--- src/hdl/pagerank_csr_iteration_defines.svh ---
// ----------------------------------------------------------------------------
// pagerank_csr_iteration_defines
// Assertion macros shared by the ranking block.
// ----------------------------------------------------------------------------
`ifndef PAGERANK_CSR_ITERATION_DEFINES_SVH
`define PAGERANK_CSR_ITERATION_DEFINES_SVH

// Same-cycle implication, checked outside reset
`define PRC_ASSERT_IMP(lbl, clk, rstn, ante, cons, msg) \
  lbl: assert property (@(posedge clk) disable iff (!rstn) (ante) |-> (cons)) else $error(msg);

// Next-cycle implication, checked outside reset
`define PRC_ASSERT_NXT(lbl, clk, rstn, ante, cons, msg) \
  lbl: assert property (@(posedge clk) disable iff (!rstn) (ante) |=> (cons)) else $error(msg);

`endif

--- src/hdl/prc_pkg.sv ---
// ----------------------------------------------------------------------------
// prc_pkg
// Types, codes and defaults of the CSR ranking block.
// ----------------------------------------------------------------------------
`timescale 1ns / 1ps
`default_nettype none

package prc_pkg;

  // Default sizes
  localparam int MAX_VERTICES_DEF       = 1024;
  localparam int MAX_EDGES_DEF          = 8192;
  localparam int RANK_FRACTION_BITS_DEF = 24;

  // Fixed field widths
  localparam int IDX_W  = 13;
  localparam int VAL_W  = 14;
  localparam int RANK_W = 32;
  localparam int VTX_W  = 10;
  localparam int DAMP_W = 16;
  localparam int VCNT_W = 11;
  localparam int ITER_W = 8;
  localparam int CFG_IDX_W = 2;

  // Request modes
  localparam logic [1:0] MODE_LOAD_ROW  = 2'd0;
  localparam logic [1:0] MODE_LOAD_EDGE = 2'd1;
  localparam logic [1:0] MODE_RUN       = 2'd2;
  localparam logic [1:0] MODE_READ      = 2'd3;

  // Configuration register indexes
  localparam logic [CFG_IDX_W-1:0] CFG_DAMPING = 2'd0;
  localparam logic [CFG_IDX_W-1:0] CFG_VCOUNT  = 2'd1;
  localparam logic [CFG_IDX_W-1:0] CFG_ITERS   = 2'd2;

  // Reset values
  localparam logic [DAMP_W-1:0] DAMPING_RST = 16'd55706;
  localparam logic [VCNT_W-1:0] VCOUNT_RST  = 11'd1;
  localparam logic [ITER_W-1:0] ITERS_RST   = 8'd1;

  typedef struct packed {
    logic [1:0]       mode;
    logic [IDX_W-1:0] index;
    logic [VAL_W-1:0] value;
  } req_t;

  typedef struct packed {
    logic [RANK_W-1:0] rank_value;
    logic [VTX_W-1:0]  vertex;
    logic              run_done;
  } rsp_t;

  typedef enum logic [4:0] {
    S_IDLE,
    S_READ,
    S_INIT_DIV,
    S_INIT_WAIT,
    S_TEL_WAIT,
    S_INIT_WR,
    S_P_START,
    S_OFF0,
    S_ROW,
    S_EREAD,
    S_ECHK,
    S_CONTRIB,
    S_DIVW,
    S_NEXT_I,
    S_MUL,
    S_WR,
    S_DONE
  } state_e;

endpackage

`default_nettype wire

--- src/hdl/prc_div.sv ---
// ----------------------------------------------------------------------------
// prc_div
// Restoring divider, one quotient bit per cycle.
// ----------------------------------------------------------------------------
`timescale 1ns / 1ps
`default_nettype none

module prc_div
  import prc_pkg::*;
#(
  parameter int NUM_W = 32,
  parameter int DEN_W = 14
) (
  input  wire logic             clk_i,
  input  wire logic             rst_ni,
  input  wire logic             start_i,
  input  wire logic [NUM_W-1:0] num_i,
  input  wire logic [DEN_W-1:0] den_i,
  output logic                  busy_o,
  output logic                  done_o,
  output logic [NUM_W-1:0]      quot_o
);

  localparam int CW = $clog2(NUM_W + 1);

  logic             busy_q, done_q;
  logic [CW-1:0]    cnt_q;
  logic [DEN_W-1:0] rem_q, den_q;
  logic [NUM_W-1:0] q_q;

  logic [DEN_W:0]   trial;
  logic             ge;

  // one shift-subtract step
  assign trial = {rem_q, q_q[NUM_W-1]};
  assign ge    = (trial >= {1'b0, den_q});

  // control
  always_ff @(posedge clk_i or negedge rst_ni) begin
    if (!rst_ni) begin
      busy_q <= 1'b0;
      done_q <= 1'b0;
      cnt_q  <= '0;
    end else begin
      done_q <= 1'b0;
      if (start_i) begin
        busy_q <= 1'b1;
        cnt_q  <= CW'(NUM_W);
      end else if (busy_q) begin
        cnt_q <= cnt_q - CW'(1);
        if (cnt_q == CW'(1)) begin
          busy_q <= 1'b0;
          done_q <= 1'b1;
        end
      end
    end
  end

  // datapath
  always_ff @(posedge clk_i) begin
    if (start_i) begin
      q_q   <= num_i;
      rem_q <= '0;
      den_q <= den_i;
    end else if (busy_q) begin
      q_q   <= {q_q[NUM_W-2:0], ge};
      rem_q <= ge ? DEN_W'(trial - {1'b0, den_q}) : DEN_W'(trial);
    end
  end

  assign busy_o = busy_q;
  assign done_o = done_q;
  assign quot_o = q_q;

endmodule

`default_nettype wire

--- config.mk ---
export PLATFORM = sky130hd
export DESIGN_NAME = prc_div
export DESIGN_NICKNAME = d
export VERILOG_FILES = /design/src/hdl/pagerank_csr_iteration_defines.svh /design/src/hdl/prc_pkg.sv /design/src/hdl/prc_div.sv
export SDC_FILE = /design/constraint.sdc
export NUM_CORES = 1
export LEC_CHECK = 0
export ABC_AREA = 1
export BUFFER_PORTS_ARGS = -buffer_cell sky130_fd_sc_hd__buf_2
export CORE_ASPECT_RATIO = 2
export CORE_MARGIN = 1
export CORE_UTILIZATION = 35
export CTS_CLUSTER_SIZE = 30
export DETAILED_ROUTE_END_ITERATION = 8
export PLACE_DENSITY = 0.66
export SLEW_MARGIN = 10
export SYNTH_ARGS = -nofsm -noshare
export SYNTH_HDL_FRONTEND = slang
export SYNTH_SLANG_ARGS = --single-unit
--- constraint.sdc ---
create_clock -name clk_i -period 2.3 [get_ports clk_i]
set_input_delay 0 -clock clk_i [delete_from_list [all_inputs] [get_ports clk_i]]
set_output_delay 0 -clock clk_i [all_outputs]
set_load 0.01 [all_outputs]
---- Word-level counts from Yosys, hierarchy flattened ----
Index checks and enable logic that the tools add are counted.
word-level totals
  register bits ........................... 68
  input bits .............................. 49
  logic and storage cells ................. 22
cells by class
  add/sub/neg operators ................... 2
  magnitude comparators ................... 1
  eq/ne operators ......................... 1
  multiplexer cells ....................... 11
  reduce and logical (&&, ||, !) cells .... 1
operator list
  operator                                                            count
  32-bit two-way mux                                                  2
  15-bit by 14-bit greater-or-equal comparator with 1-bit output      1
  14-bit two-way mux                                                  1
  14-bit subtractor                                                   1
  6-bit two-way mux                                                   2
  6-bit by 1-bit == test with 1-bit output, second input constant     1
  1-bit two-way mux                                                   6
  6-bit by 1-bit subtractor with 6-bit output, second input constant  1
  2-bit nonzero test                                                  1

---- Logic depth before layout (Yosys ltp) ----
Gate-level depths: netlist of run 1.
  depth after elaboration ................. 4
  gate-level depth with buffers ........... 14
  gate-level depth less buffers ........... 13

---- Worst setup path after synthesis of run 1 ----
No wires, ideal clock.
  path type ............................... reg2reg
  start point ............................. register q_q[31], in the netlist quot_o[31]
  end point ............................... register rem_q[8]
  arrival time ............................ 1797 ps
  path slack .............................. 390 ps
  cell stages (with the launch flop) ...... 12
  path buffers ............................ 0
  clock period less this slack ............ 1910 ps
  cell sequence ........................... edfxtp_1 -> inv_1 -> ha_1 -> inv_1 -> fa_1 -> nand3_1 -> nand3_1 -> a21oi_1 -> xor2_1 -> nand2_1 -> nand2_1 -> nand2_1
between the ends
  word-level cells in the longest chain between the ends .. 2
  elaborated cells between the ends (all ways) .. 3
ends and longest elaborated chain
  element                                                                                                     RTL line                      RTL
  start: declaration                                                                                          prc_div.sv:29                 logic [NUM_W-1:0] q_q;
  start signal: assignment                                                                                    prc_div.sv:62                 q_q <= num_i;
  start signal: assignment                                                                                    prc_div.sv:66                 q_q <= {q_q[NUM_W-2:0], ge};
  14-bit subtractor / 15-bit by 14-bit greater-or-equal comparator with 1-bit output (equally long branches)  prc_div.sv:67, prc_div.sv:36
  14-bit two-way mux (*)                                                                                      prc_div.sv:67                 rem_q <= ge ? DEN_W'(trial - {1'b0, den_q}) : DEN_W'(trial);
  end signal: assignment                                                                                      prc_div.sv:67
  end: declaration                                                                                            prc_div.sv:28                 logic [DEN_W-1:0] rem_q, den_q;
Mark *: on every way between the ends. The rest lies on a longest branch, timed or not.
A chain may end at the register's enable or synchronous reset.

---- Worst setup path after layout of run 1 ----
Same ends and word-level chain as after synthesis.

==> summary.md, run 1 <==
| Metric | Value |
|---|---|
| GRT Overall Usage | `19.35%` |
| Setup CP Type | `flop to flop` |
| Number of synthesized flops with an enable pin | `46` |
| Synth Net Count | `520` |
| CP max-delay cell | `fa_1` |
| Most frequent CP cell | `nand2_1` |
| Most frequent cells in the layout | `194 x nand2_1, 82 x buf_2, 48 x inv_1` |
| Crit path max-delay family | `adder cells` |
| Area Overhead vs Synth | `35.13%` |
| Mapped cell area | `3715 µm²` |
| Avg Synthesized Cell Area | `8.200 µm²` |
| DR WL/cell | `13.34 µm` |
| FF+latch count, synth | `68` |
| CTS Buf Count | `9` |
| # IOs | `83` |
| Share of cells above drive strength 1 | `20.00%` |
| Via density | `approximately 4.7` |
| First-pass DRT Iterations | `4` |
| # diodes | `0` |
| WP buf/inv | `2` |
| CP cell instances | `inv_1 > ha_1 > inv_1 > fa_1 > nand3_1 > nand3_1 > a21oi_1 > xor2_1 > nand2_1 > nand2_1 > nand2_1` |
| Slew Limit Fails | `0` |
| Commonest non-fill, non-tap cell in the layout | `nand2_1` |
| Sequential fraction of the synthesis area | `50.12%` |
| Asr flop ratio synth | `11.76%` |
| FILL cells | `974` |
| Fin. Hold Viols | `0` |
| Worst-path clk slew | `0.06 ns` |
| FMAX | `about 470 MHz` |
| RSZ-0062 raised after global routing | `false` |
| Cell Area, Placed | `4278 µm²` |
| Die Area | `11,060 µm²` |
| TritonCTS clock tree | `done` |
| Crit path largest cell delay | `0.44 ns` |
| Critical Path End Type | `flop` |
| Vias | `3,450` |
| Routed WL | `slightly below 10,000 µm` |
| Min-delay worst type | `input pin to asynchronous set/reset pin` |
| Clk Latency, worst-skew pair | `0.33 ns` |
| Synth area leader | `edfxtp_1` |
| Nets | `657` |
| Initial core utilization | `36.37%` |
| First-pass GRT wire length | `16,080 µm` |
| Port buffer count | `82` |
| Hold_ws | `~0.036 ns` |
| VDD IR max | `537.9 µV` |
| Top-area cell type share of the netlist area | `37.18%` |
| DRC viols | `0` |
| # resized after CTS | `0` |
| Largest net degree at the start of global routing | `36` |
| Iter 0 DRT Violations | `between 100 and 150` |
| Max Cap Violations | `0` |
| Req. time, crit path | `2.53 ns` |
| Worst Skew | `0.004658 ns` |
| Library cells used by synthesis | `38` |
| Post-DP HPWL | `6875 µm` |
| # setup viols final | `0` |
| Pwr dens | `around 900 nW/µm²` |
| CTS root buf | `clkbuf_16` |
| Final Wtd Congestion | `between 0.9 and 1` |
| CP Launch Type | `flop` |
| Outcome | `finished clean` |
| Final min period | `2.134 ns` |
| Worst EP arrival | `2.37 ns` |
| CTS Buffer Depth | `2` |
| Slew of the pin with the lowest slew margin | `~0.46 ns` |
| Final Cycle Share | `92.79%` |
| Final Cell Area | `5020 µm²` |
| Worst relative slew slack | `between 60 and 70%` |
| Post-Syn Instances | `453` |
| Max H-tree Level | `3` |
| CP Max Fanout | `4` |
| Leakage | `2.551 nW` |
| Setup tns final | `0 ns` |
| Antenna Nets Post-Route | `0` |
| Top post-synthesis cells by area | `edfxtp_1 37%, nand2_1 20%, dfxtp_1 7.5%, ha_1 5.7%, dfrtp_1 5.4%` |
| Vias in the first global route | `3,585` |
| Grt ovf | `0` |
| Die height | `~150 µm` |
| Core ar. | `10,210 µm²` |
| Post-CTS setup buffer count | `0` |
| Top FF cell, synth | `edfxtp_1` |
| Ys Warns | `0` |
| Initial antenna violation count | `0` |
| Die Span X | `74.85 µm` |
| Clock sink total | `68` |
| Num rows | `52` |
## per-layer routing
layer	wire length (µm)	track usage, %	vias up	part of all wire, %
li1	-	-	1724	-
met1	3517	18.99	1568	36
met2	5356	35.05	130	55
met3	520	4.840	28	5.3
met4	343	10.94	0	3.5
met5	0	0	-	0
## per-stage QoR
| stage | util (%) | std cells | power (mW) | setup slack, ns |
|---|---|---|---|---|
| 6_report | 49.14 | 730 | 4.558 | 0.1657 |
| 5_1_grt | 49.14 | 730 | 4.865 | 0.04484 |
| 4_1_cts | 49.04 | 729 | 4.562 | 0.1590 |
| 3_5_place_dp | 41.88 | 666 | 3.254 | 0.1732 |
| 3_3_place_gp | 41.88 | 666 | 3.218 | 0.2043 |
| 2_1_floorplan | - | 453 | 2.880 | 0.3904 |
## registers in the layout, summed over array words and instances, names as in the netlist
name    count
quot_o     32
den_q      14
rem_q      14
busy_o      1
done_o      1
cnt_q       6
## area by class of cell
| cell class | count | area (µm²) | share of cell area, % |
|---|---|---|---|
| multi-input cells | 325 | 1610 | 32.08 |
| well taps | 135 | 168.9 | 3.365 |
| clock inverters | 5 | 28.78 | 0.5733 |
| flip-flops and latches | 68 | 1862 | 37.09 |
| inverters | 51 | 191.4 | 3.814 |
| repair buffers | 135 | 925.9 | 18.44 |
| clock buffers | 11 | 232.7 | 4.636 |
## Yosys cell counts (4+ instances only)
cell	instances
nand2_1	194
inv_1	48
edfxtp_1	46
nor2_1	29
nand3_1	23
ha_1	17
dfxtp_1	14
a21oi_1	11
dfrtp_1	8
clkbuf_1	7
nand4_1	7
nor2_2	7
o21ai_0	7
xnor2_1	4
## cells by family after synthesis
| family | count (synthesis) | share of synthesized area [%] |
|---|---|---|
| XOR/XNOR | 7 | 1.650 |
| adder cells (fa/ha/maj) | 18 | 6.265 |
| buffers and inverters | 61 | 6.804 |
| flip-flops | 68 | 50.12 |
| AO/OA/AOI/OAI | 26 | 4.109 |
| AND/OR/NAND/NOR | 273 | 31.05 |
## final timing paths
check / endpoint / startpoint / cells after the start / slack [ns]
hold reg to reg: rem_q[2]$_SDFFE_PP0P_ / rem_q[2]$_SDFFE_PP0P_ / 2 / 0.47
setup reg to reg: rem_q[8]$_SDFFE_PP0P_ / quot_o[31]$_DFFE_PP_ / 11 / 0.17
hold / removal: cnt_q[5]$_DFFE_PN0P_ / rst_ni / 2 / 0.04
setup / recovery: rem_q[8]$_SDFFE_PP0P_ / quot_o[31]$_DFFE_PP_ / 11 / 0.17
min in group clk_i: done_o$_DFF_PN0_ / start_i / 2 / 0.06
max in group asynchronous: busy_o$_DFF_PN0_ / rst_ni / 2 / 2.10
## power breakdown
group          leakage [nW]  internal (mW)  switching [mW]  total, mW
clock network         0.123          0.721           0.501       1.22
registers             0.702           1.53           0.157       1.69
logic                  1.73          0.632            1.02       1.65
## what timing repair did
action,4_1_cts,5_1_grt
hold buffers,47,0
setup endpoints to repair,0,2
endpoints found under the hold margin,54,0
No activity file was read; power rests on OpenSTA's default activity.
==> run 2, diff against run 1 <==
PLACE_DENSITY = 0.68   (was 0.66)
clock period = 1.94 ns   (was 2.3 ns; I/O delays follow)
==> run 2 against run 1 <==
Compared with the run above:
- fmax increased by 10%
- core utilization increased by 6.7 points
- clock skew increased by 0.00070 ns
- die area unchanged
- sequential power increased by 22%
- clock power increased by 46%
- sequential cell count unchanged
- critical path depth decreased by 2
- global-route usage increased by 1.4 points
- sequential share of layout area decreased by 4.4 points
- register-to-register slack got worse by 0.16 ns
- combinational power increased by 81%
==> summary.md, run 2 (synthesis gave the netlist of run 1 again) <==
| Metric | Value |
|---|---|
| CP Launch Type | `flop` |
| GR Layer Usage met2 | `38.02%` |
| Routed WL | `11,540 µm` |
| Pwr dens | `approximately 1200 nW/µm²` |
| VDD IR max | `775.7 µV` |
| Most frequent CP cell | `nand2_1` |
| Fin. Hold Viols | `0` |
| Worst relative slew slack | `around 64%` |
| Most Used Layer, Global Route | `met2` |
| Grt ovf | `0` |
| Clk Latency, worst-skew pair | `0.33 ns` |
| Iter 0 DRT Violations | `146` |
| Num rows | `52` |
| Utilization after layout | `55.87%` |
| GRT Overall Usage | `20.77%` |
| Min-delay worst type | `input pin to flop` |
| CTS Buf Count | `9` |
| Final min period | `1.935 ns` |
| FMAX | `516.7 MHz` |
| First-pass GRT wire length | `17,150 µm` |
| Max Cap Violations | `0` |
| Dpl cells | `684` |
| Initial core utilization | `between 30% and 40%` |
| Worst-path clk slew | `0.06 ns` |
| Die Area | `11,060 µm²` |
| Initial antenna violation count | `0` |
| Core ar. | `about 10,000 µm²` |
| First-pass DRT Iterations | `7` |
| GR Layer Usage met3 | `3.204%` |
| CP max-delay cell | `dfxtp_1` |
| CTS root buf | `clkbuf_16` |
| Antenna Nets Post-Route | `0` |
| Die Span X | `~75 µm` |
| Req. time, crit path | `2.03 ns` |
| Slew of the pin with the lowest slew margin | `0.5377 ns` |
| RSZ-0062 raised after global routing | `true` |
| Die height | `roughly 150 µm` |
| Setup CP Type | `flop to flop` |
| Outcome | `finished clean` |
| DR WL/cell | `15.20 µm` |
| Worst Skew | `0.005363 ns` |
| # diodes | `0` |
| Nets | `686` |
| CP Max Fanout | `5` |
| Crit path largest cell delay | `between 0.4 and 0.5 ns` |
| Crit path max-delay family | `simple AND/OR/NAND/NOR gates` |
| Port buffer count | `between 80 and 90` |
| Vias | `3,719` |
| Most frequent cells in the layout | `184 x nand2_1, 82 x buf_2, 47 x dlygate4sd3_1` |
| Post-DP HPWL | `7107 µm` |
| Share of cells above drive strength 1 | `30.29%` |
| TritonCTS clock tree | `done` |
| Critical Path End Type | `flop` |
| Commonest non-fill, non-tap cell in the layout | `nand2_1` |
| Max H-tree Level | `3` |
| Slew Limit Fails | `0` |
| WP buf/inv | `2` |
| Leakage | `about 2.8 nW` |
| # IOs | `83` |
| CP cell instances | `ha_4 > nand2_4 > nor3_4 > buf_4 > a21oi_4 > nand3_4 > buf_12 > nand2_1 > nand2_1` |
| Clock sink total | `68` |
| Via density | `about 4.9` |
| # setup viols final | `0` |
| Largest net degree at the start of global routing | `44` |
| CTS Buffer Depth | `2` |
| FILL cells | `854` |
| Met1 Usage GRT | `between 20% and 30%` |
| Fin cells | `759` |
| Worst EP arrival | `~2.0 ns` |
| Setup tns final | `0 ns` |
| Final Cycle Share | `99.76%` |
| Largest register FFs | `32` |
| Vias in the first global route | `3,698` |
| DRC viols | `0` |
| Final Wtd Congestion | `between 0.9 and 1` |
| Area Overhead vs Synth | `53.62%` |
run 2: changes by cell type in the layout (fill, tap and decap cells not counted), sizes merged:
cell | previous run | this run
buf | 88 | 116
bufinv | 0 | 1
clkbuf | 11 | 16
clkinv | 5 | 3
clkinvlp | 2 | 0
nand3 | 25 | 24
run 2: final timing paths:
path                                         from  depth (start not counted)              endpoint  slack (ns)
min in group asynchronous                  rst_ni                          2  cnt_q[5]$_DFFE_PN0P_        0.04
max reg2reg                rem_q[10]$_SDFFE_PP0P_                          9   quot_o[0]$_DFFE_PP_       0.005
max in group asynchronous                  rst_ni                          2  cnt_q[1]$_DFFE_PN0P_        1.73
max                        rem_q[10]$_SDFFE_PP0P_                          9   quot_o[0]$_DFFE_PP_       0.005
min                                       start_i                          2      done_o$_DFF_PN0_        0.03
min reg2reg                  cnt_q[4]$_DFFE_PN0P_                          1  cnt_q[4]$_DFFE_PN0P_        0.49
run 2: final cells by class:
| type | instances | area, µm² | share of cell area, % |
|---|---|---|---|
| multi-input combinational | 324 | 1936 | 33.92 |
| sequential | 68 | 1863 | 32.65 |
| timing repair buffer | 165 | 1224 | 21.44 |
| clock buffer | 14 | 285.3 | 4.999 |
| inverter | 51 | 191.4 | 3.355 |
| tap | 135 | 168.9 | 2.960 |
| clock inverter | 2 | 38.79 | 0.6797 |
run 2: per-stage QoR:
stage / instance area (µm²) / power, mW / setup slack, ns / hold WS, ns
finish: 5707 / 6.810 / 0.004564 / 0.02770
global route: 5707 / 7.165 / -0.06714 / 0.04751
CTS: 5268 / 6.055 / -0.0005358 / 0.02904
detailed placement: 4438 / 4.148 / -0.03893 / -0.1496
global placement: 4438 / 4.109 / -0.01423 / -0.1537
floorplan: 3715 / 3.415 / 0.03043 / -0.2956
run 2: layer usage:
metal / share of wire [%] / vias up
li1: - / 1784
met1: 35 / 1751
met2: 55 / 144
met3: 4.0 / 40
met4: 5.4 / 0
met5: 0 / -
run 2: where the power goes:
group / internal [mW] / switching, mW
clock: 1.15 / 0.629
sequential: 1.81 / 0.243
combinational: 1.42 / 1.56
total: 4.38 / 2.43
run 2: worst reg2reg max path, cell delays in order (launching register included):
cell     delay [ns]
dfxtp_1        0.44
ha_4           0.27
nand2_4        0.10
nor3_4         0.06
buf_4          0.15
a21oi_4        0.19
nand3_4        0.18
buf_12         0.19
nand2_1        0.07
nand2_1        0.05
run 2: repair_timing:
item | CTS | global route
cloned | 0 | 2
endpoints found under the hold margin | 54 | 0
resized for setup | 6 | 59
buffers inserted | 1 | 9
setup endpoints to repair | 4 | 15
hold buffers | 47 | 0
pin swaps | 2 | 21
==> run 3, diff against run 2 <==
MAX_ROUTING_LAYER = met4   (was default)
REMOVE_ABC_BUFFERS = 1   (was default)
==> run 3 against run 2 <==
Compared with the run above:
- total power decreased by 8.8%
- die area did not move
- clock power down 5%
- non-clock buffer count is 3 lower
- wire length down 8.3%
- register-to-register slack gained 0.09 ns
- via count fell by 1.7%
- highest routed layer unchanged
- core utilization down 2.3 points
- clock skew grew 0.0020 ns
- combinational power decreased by 16%
- critical path depth is 2 higher
- sequential power decreased by 2%
==> summary.md, run 3 (synthesis gave the netlist of run 1 again) <==
| Metric | Value |
|---|---|
| CTS Buf Count | `9` |
| FILL cells | `between 800 and 900` |
| Share of cells above drive strength 1 | `28.82%` |
| Most frequent cells in the layout | `187 x nand2_1, 82 x buf_2, 47 x dlygate4sd3_1` |
| Die Area | `11,060 µm²` |
| Min-delay worst type | `input pin to asynchronous set/reset pin` |
| Cell Area, Placed | `4511 µm²` |
| FMAX | `between 500 and 600 MHz` |
| Vias in the first global route | `3,859` |
| Die Span X | `74.85 µm` |
| Nets | `683` |
| Register-to-Register Path Depth | `11` |
| CTS Buffer Depth | `2` |
| # setup viols final | `0` |
| Utilization after layout | `a little over half` |
| Routed WL | `~11,000 µm` |
| CP Launch Type | `flop` |
| Final min period | `1.849 ns` |
| Via density | `4.836` |
| Leakage | `2.719 nW` |
| Multi-input logic area | `1770 µm²` |
| Setup tns final | `0 ns` |
| Worst-path clk slew | `0.06 ns` |
| TritonCTS clock tree | `done` |
| Initial core utilization | `between 30% and 40%` |
| Commonest non-fill, non-tap cell in the layout | `nand2_1` |
| Reg2reg start | `den_q[12]$_DFFE_PP_` |
| PnR Total Power | `roughly 6.2 mW` |
| Slew of the pin with the lowest slew margin | `0.4820 ns` |
| Dpl cells | `692` |
| Iter 0 DRT Violations | `114` |
| Area Overhead vs Synth | `47.29%` |
| Critical Path End Type | `flop` |
| Req. time, crit path | `roughly 2.0 ns` |
| Register Area | `1862 µm²` |
| Max H-tree Level | `3` |
| Final Cell Area | `5472 µm²` |
| Hold_ws | `0.05314 ns` |
| R2R setup slack | `slightly above 0.09 ns` |
| First-pass GRT wire length | `17,140 µm` |
| GRT Overall Usage | `a little over a fifth` |
| Die height | `147.7 µm` |
| Port buffer count | `82` |
| # IOs | `83` |
| Setup WS pre-CTS | `0.01361 ns` |
| Initial antenna violation count | `0` |
| Reg2reg end | `quot_o[0]$_DFFE_PP_` |
| Post-DP HPWL | `7165 µm` |
| Grt ovf | `0` |
| Worst relative slew slack | `67.57%` |
| Fin. Hold Viols | `0` |
| Largest net degree at the start of global routing | `37` |
| Num rows | `52` |
| Largest register FFs | `32` |
| Clk Latency, worst-skew pair | `0.32 ns` |
| First-pass DRT Iterations | `5` |
| Worst EP arrival | `between 1.5 and 2 ns` |
| Fin worst setup slack | `0.09116 ns` |
| # diodes | `0` |
| Slew Limit Fails | `0` |
| Max Cap Violations | `0` |
| CP Max Fanout | `17` |
| DRC viols | `0` |
| Final Cycle Share | `95.30%` |
| Outcome | `finished clean` |
| Vias | `3,656` |
| Pwr dens | `1135 nW/µm²` |
| Core ar. | `between 10,000 and 15,000 µm²` |
| CTS root buf | `clkbuf_16` |
| Worst Skew | `between 0.007 and 0.008 ns` |
| Fin cells | `between 700 and 800` |
| Final Wtd Congestion | `about 0.92` |
| Antenna Nets Post-Route | `0` |
| Clock sink total | `68` |
| DR WL/cell | `13.99 µm` |
| VDD IR max | `735.9 µV` |
| Setup CP Type | `flop to flop` |
==> run 3: area by class of cell <==
type | instances | share of cell area [%]
multi-input cells | 324 | 32.36
well taps | 135 | 3.087
clock inverters | 5 | 1.098
repair buffers | 162 | 21.31
inverters | 51 | 3.499
flip-flops and latches | 68 | 34.03
clock buffers | 11 | 4.619
==> run 3: worst max-delay path, cell delays in order (launching register included) <==
cell and delay [ns]:
edfxtp_1 0.37, inv_1 0.07, ha_2 0.29, nand2_1 0.07, nand2_1 0.07, nand2_1 0.07, nand2_1 0.08, a21oi_4 0.17
nand3_4 0.12, buf_12 0.17, nand2_1 0.06, nand2_1 0.05
==> run 3: how the worst max path moves through the flow <==
stage / start / endpoint / slack [ns] / depth (start not counted)
after floorplan: busy_o$_DFF_PN0_ / quot_o[0]$_DFFE_PP_ / -0.02 / 2
after global placement: quot_o[31]$_DFFE_PP_ / rem_q[8]$_SDFFE_PP0P_ / 0.04 / 11
after detailed placement: quot_o[31]$_DFFE_PP_ / rem_q[8]$_SDFFE_PP0P_ / 0.01 / 11
after CTS: den_q[6]$_DFFE_PP_ / rem_q[9]$_SDFFE_PP0P_ / 0.007 / 13
after global routing: den_q[12]$_DFFE_PP_ / rem_q[7]$_SDFFE_PP0P_ / -0.02 / 13
final: den_q[12]$_DFFE_PP_ / quot_o[0]$_DFFE_PP_ / 0.09 / 11
==> run 3: report_power, final <==
group	switching, mW	internal [mW]
Clock	0.623	1.07
Combinational	1.36	1.14
Sequential	0.201	1.81
Total	2.19	4.02
==> run 3: repair_timing <==
action,CTS,global route
endpoints found under the setup margin,2,15
hold endpoints to repair,54,0
pin swaps,0,10
gates resized for setup,2,38
buffers inserted,0,1
hold buffers,47,0
==> run 3: routing by layer <==
metal | global-route usage [%] | vias to the layer above | part of all wire (%)
li1 | - | 1771 | -
met1 | 19.85 | 1717 | 35
met2 | 37.88 | 116 | 56
met3 | 2.931 | 52 | 3.2
met4 | 13.02 | 0 | 5.6
met5 | - | - | 0
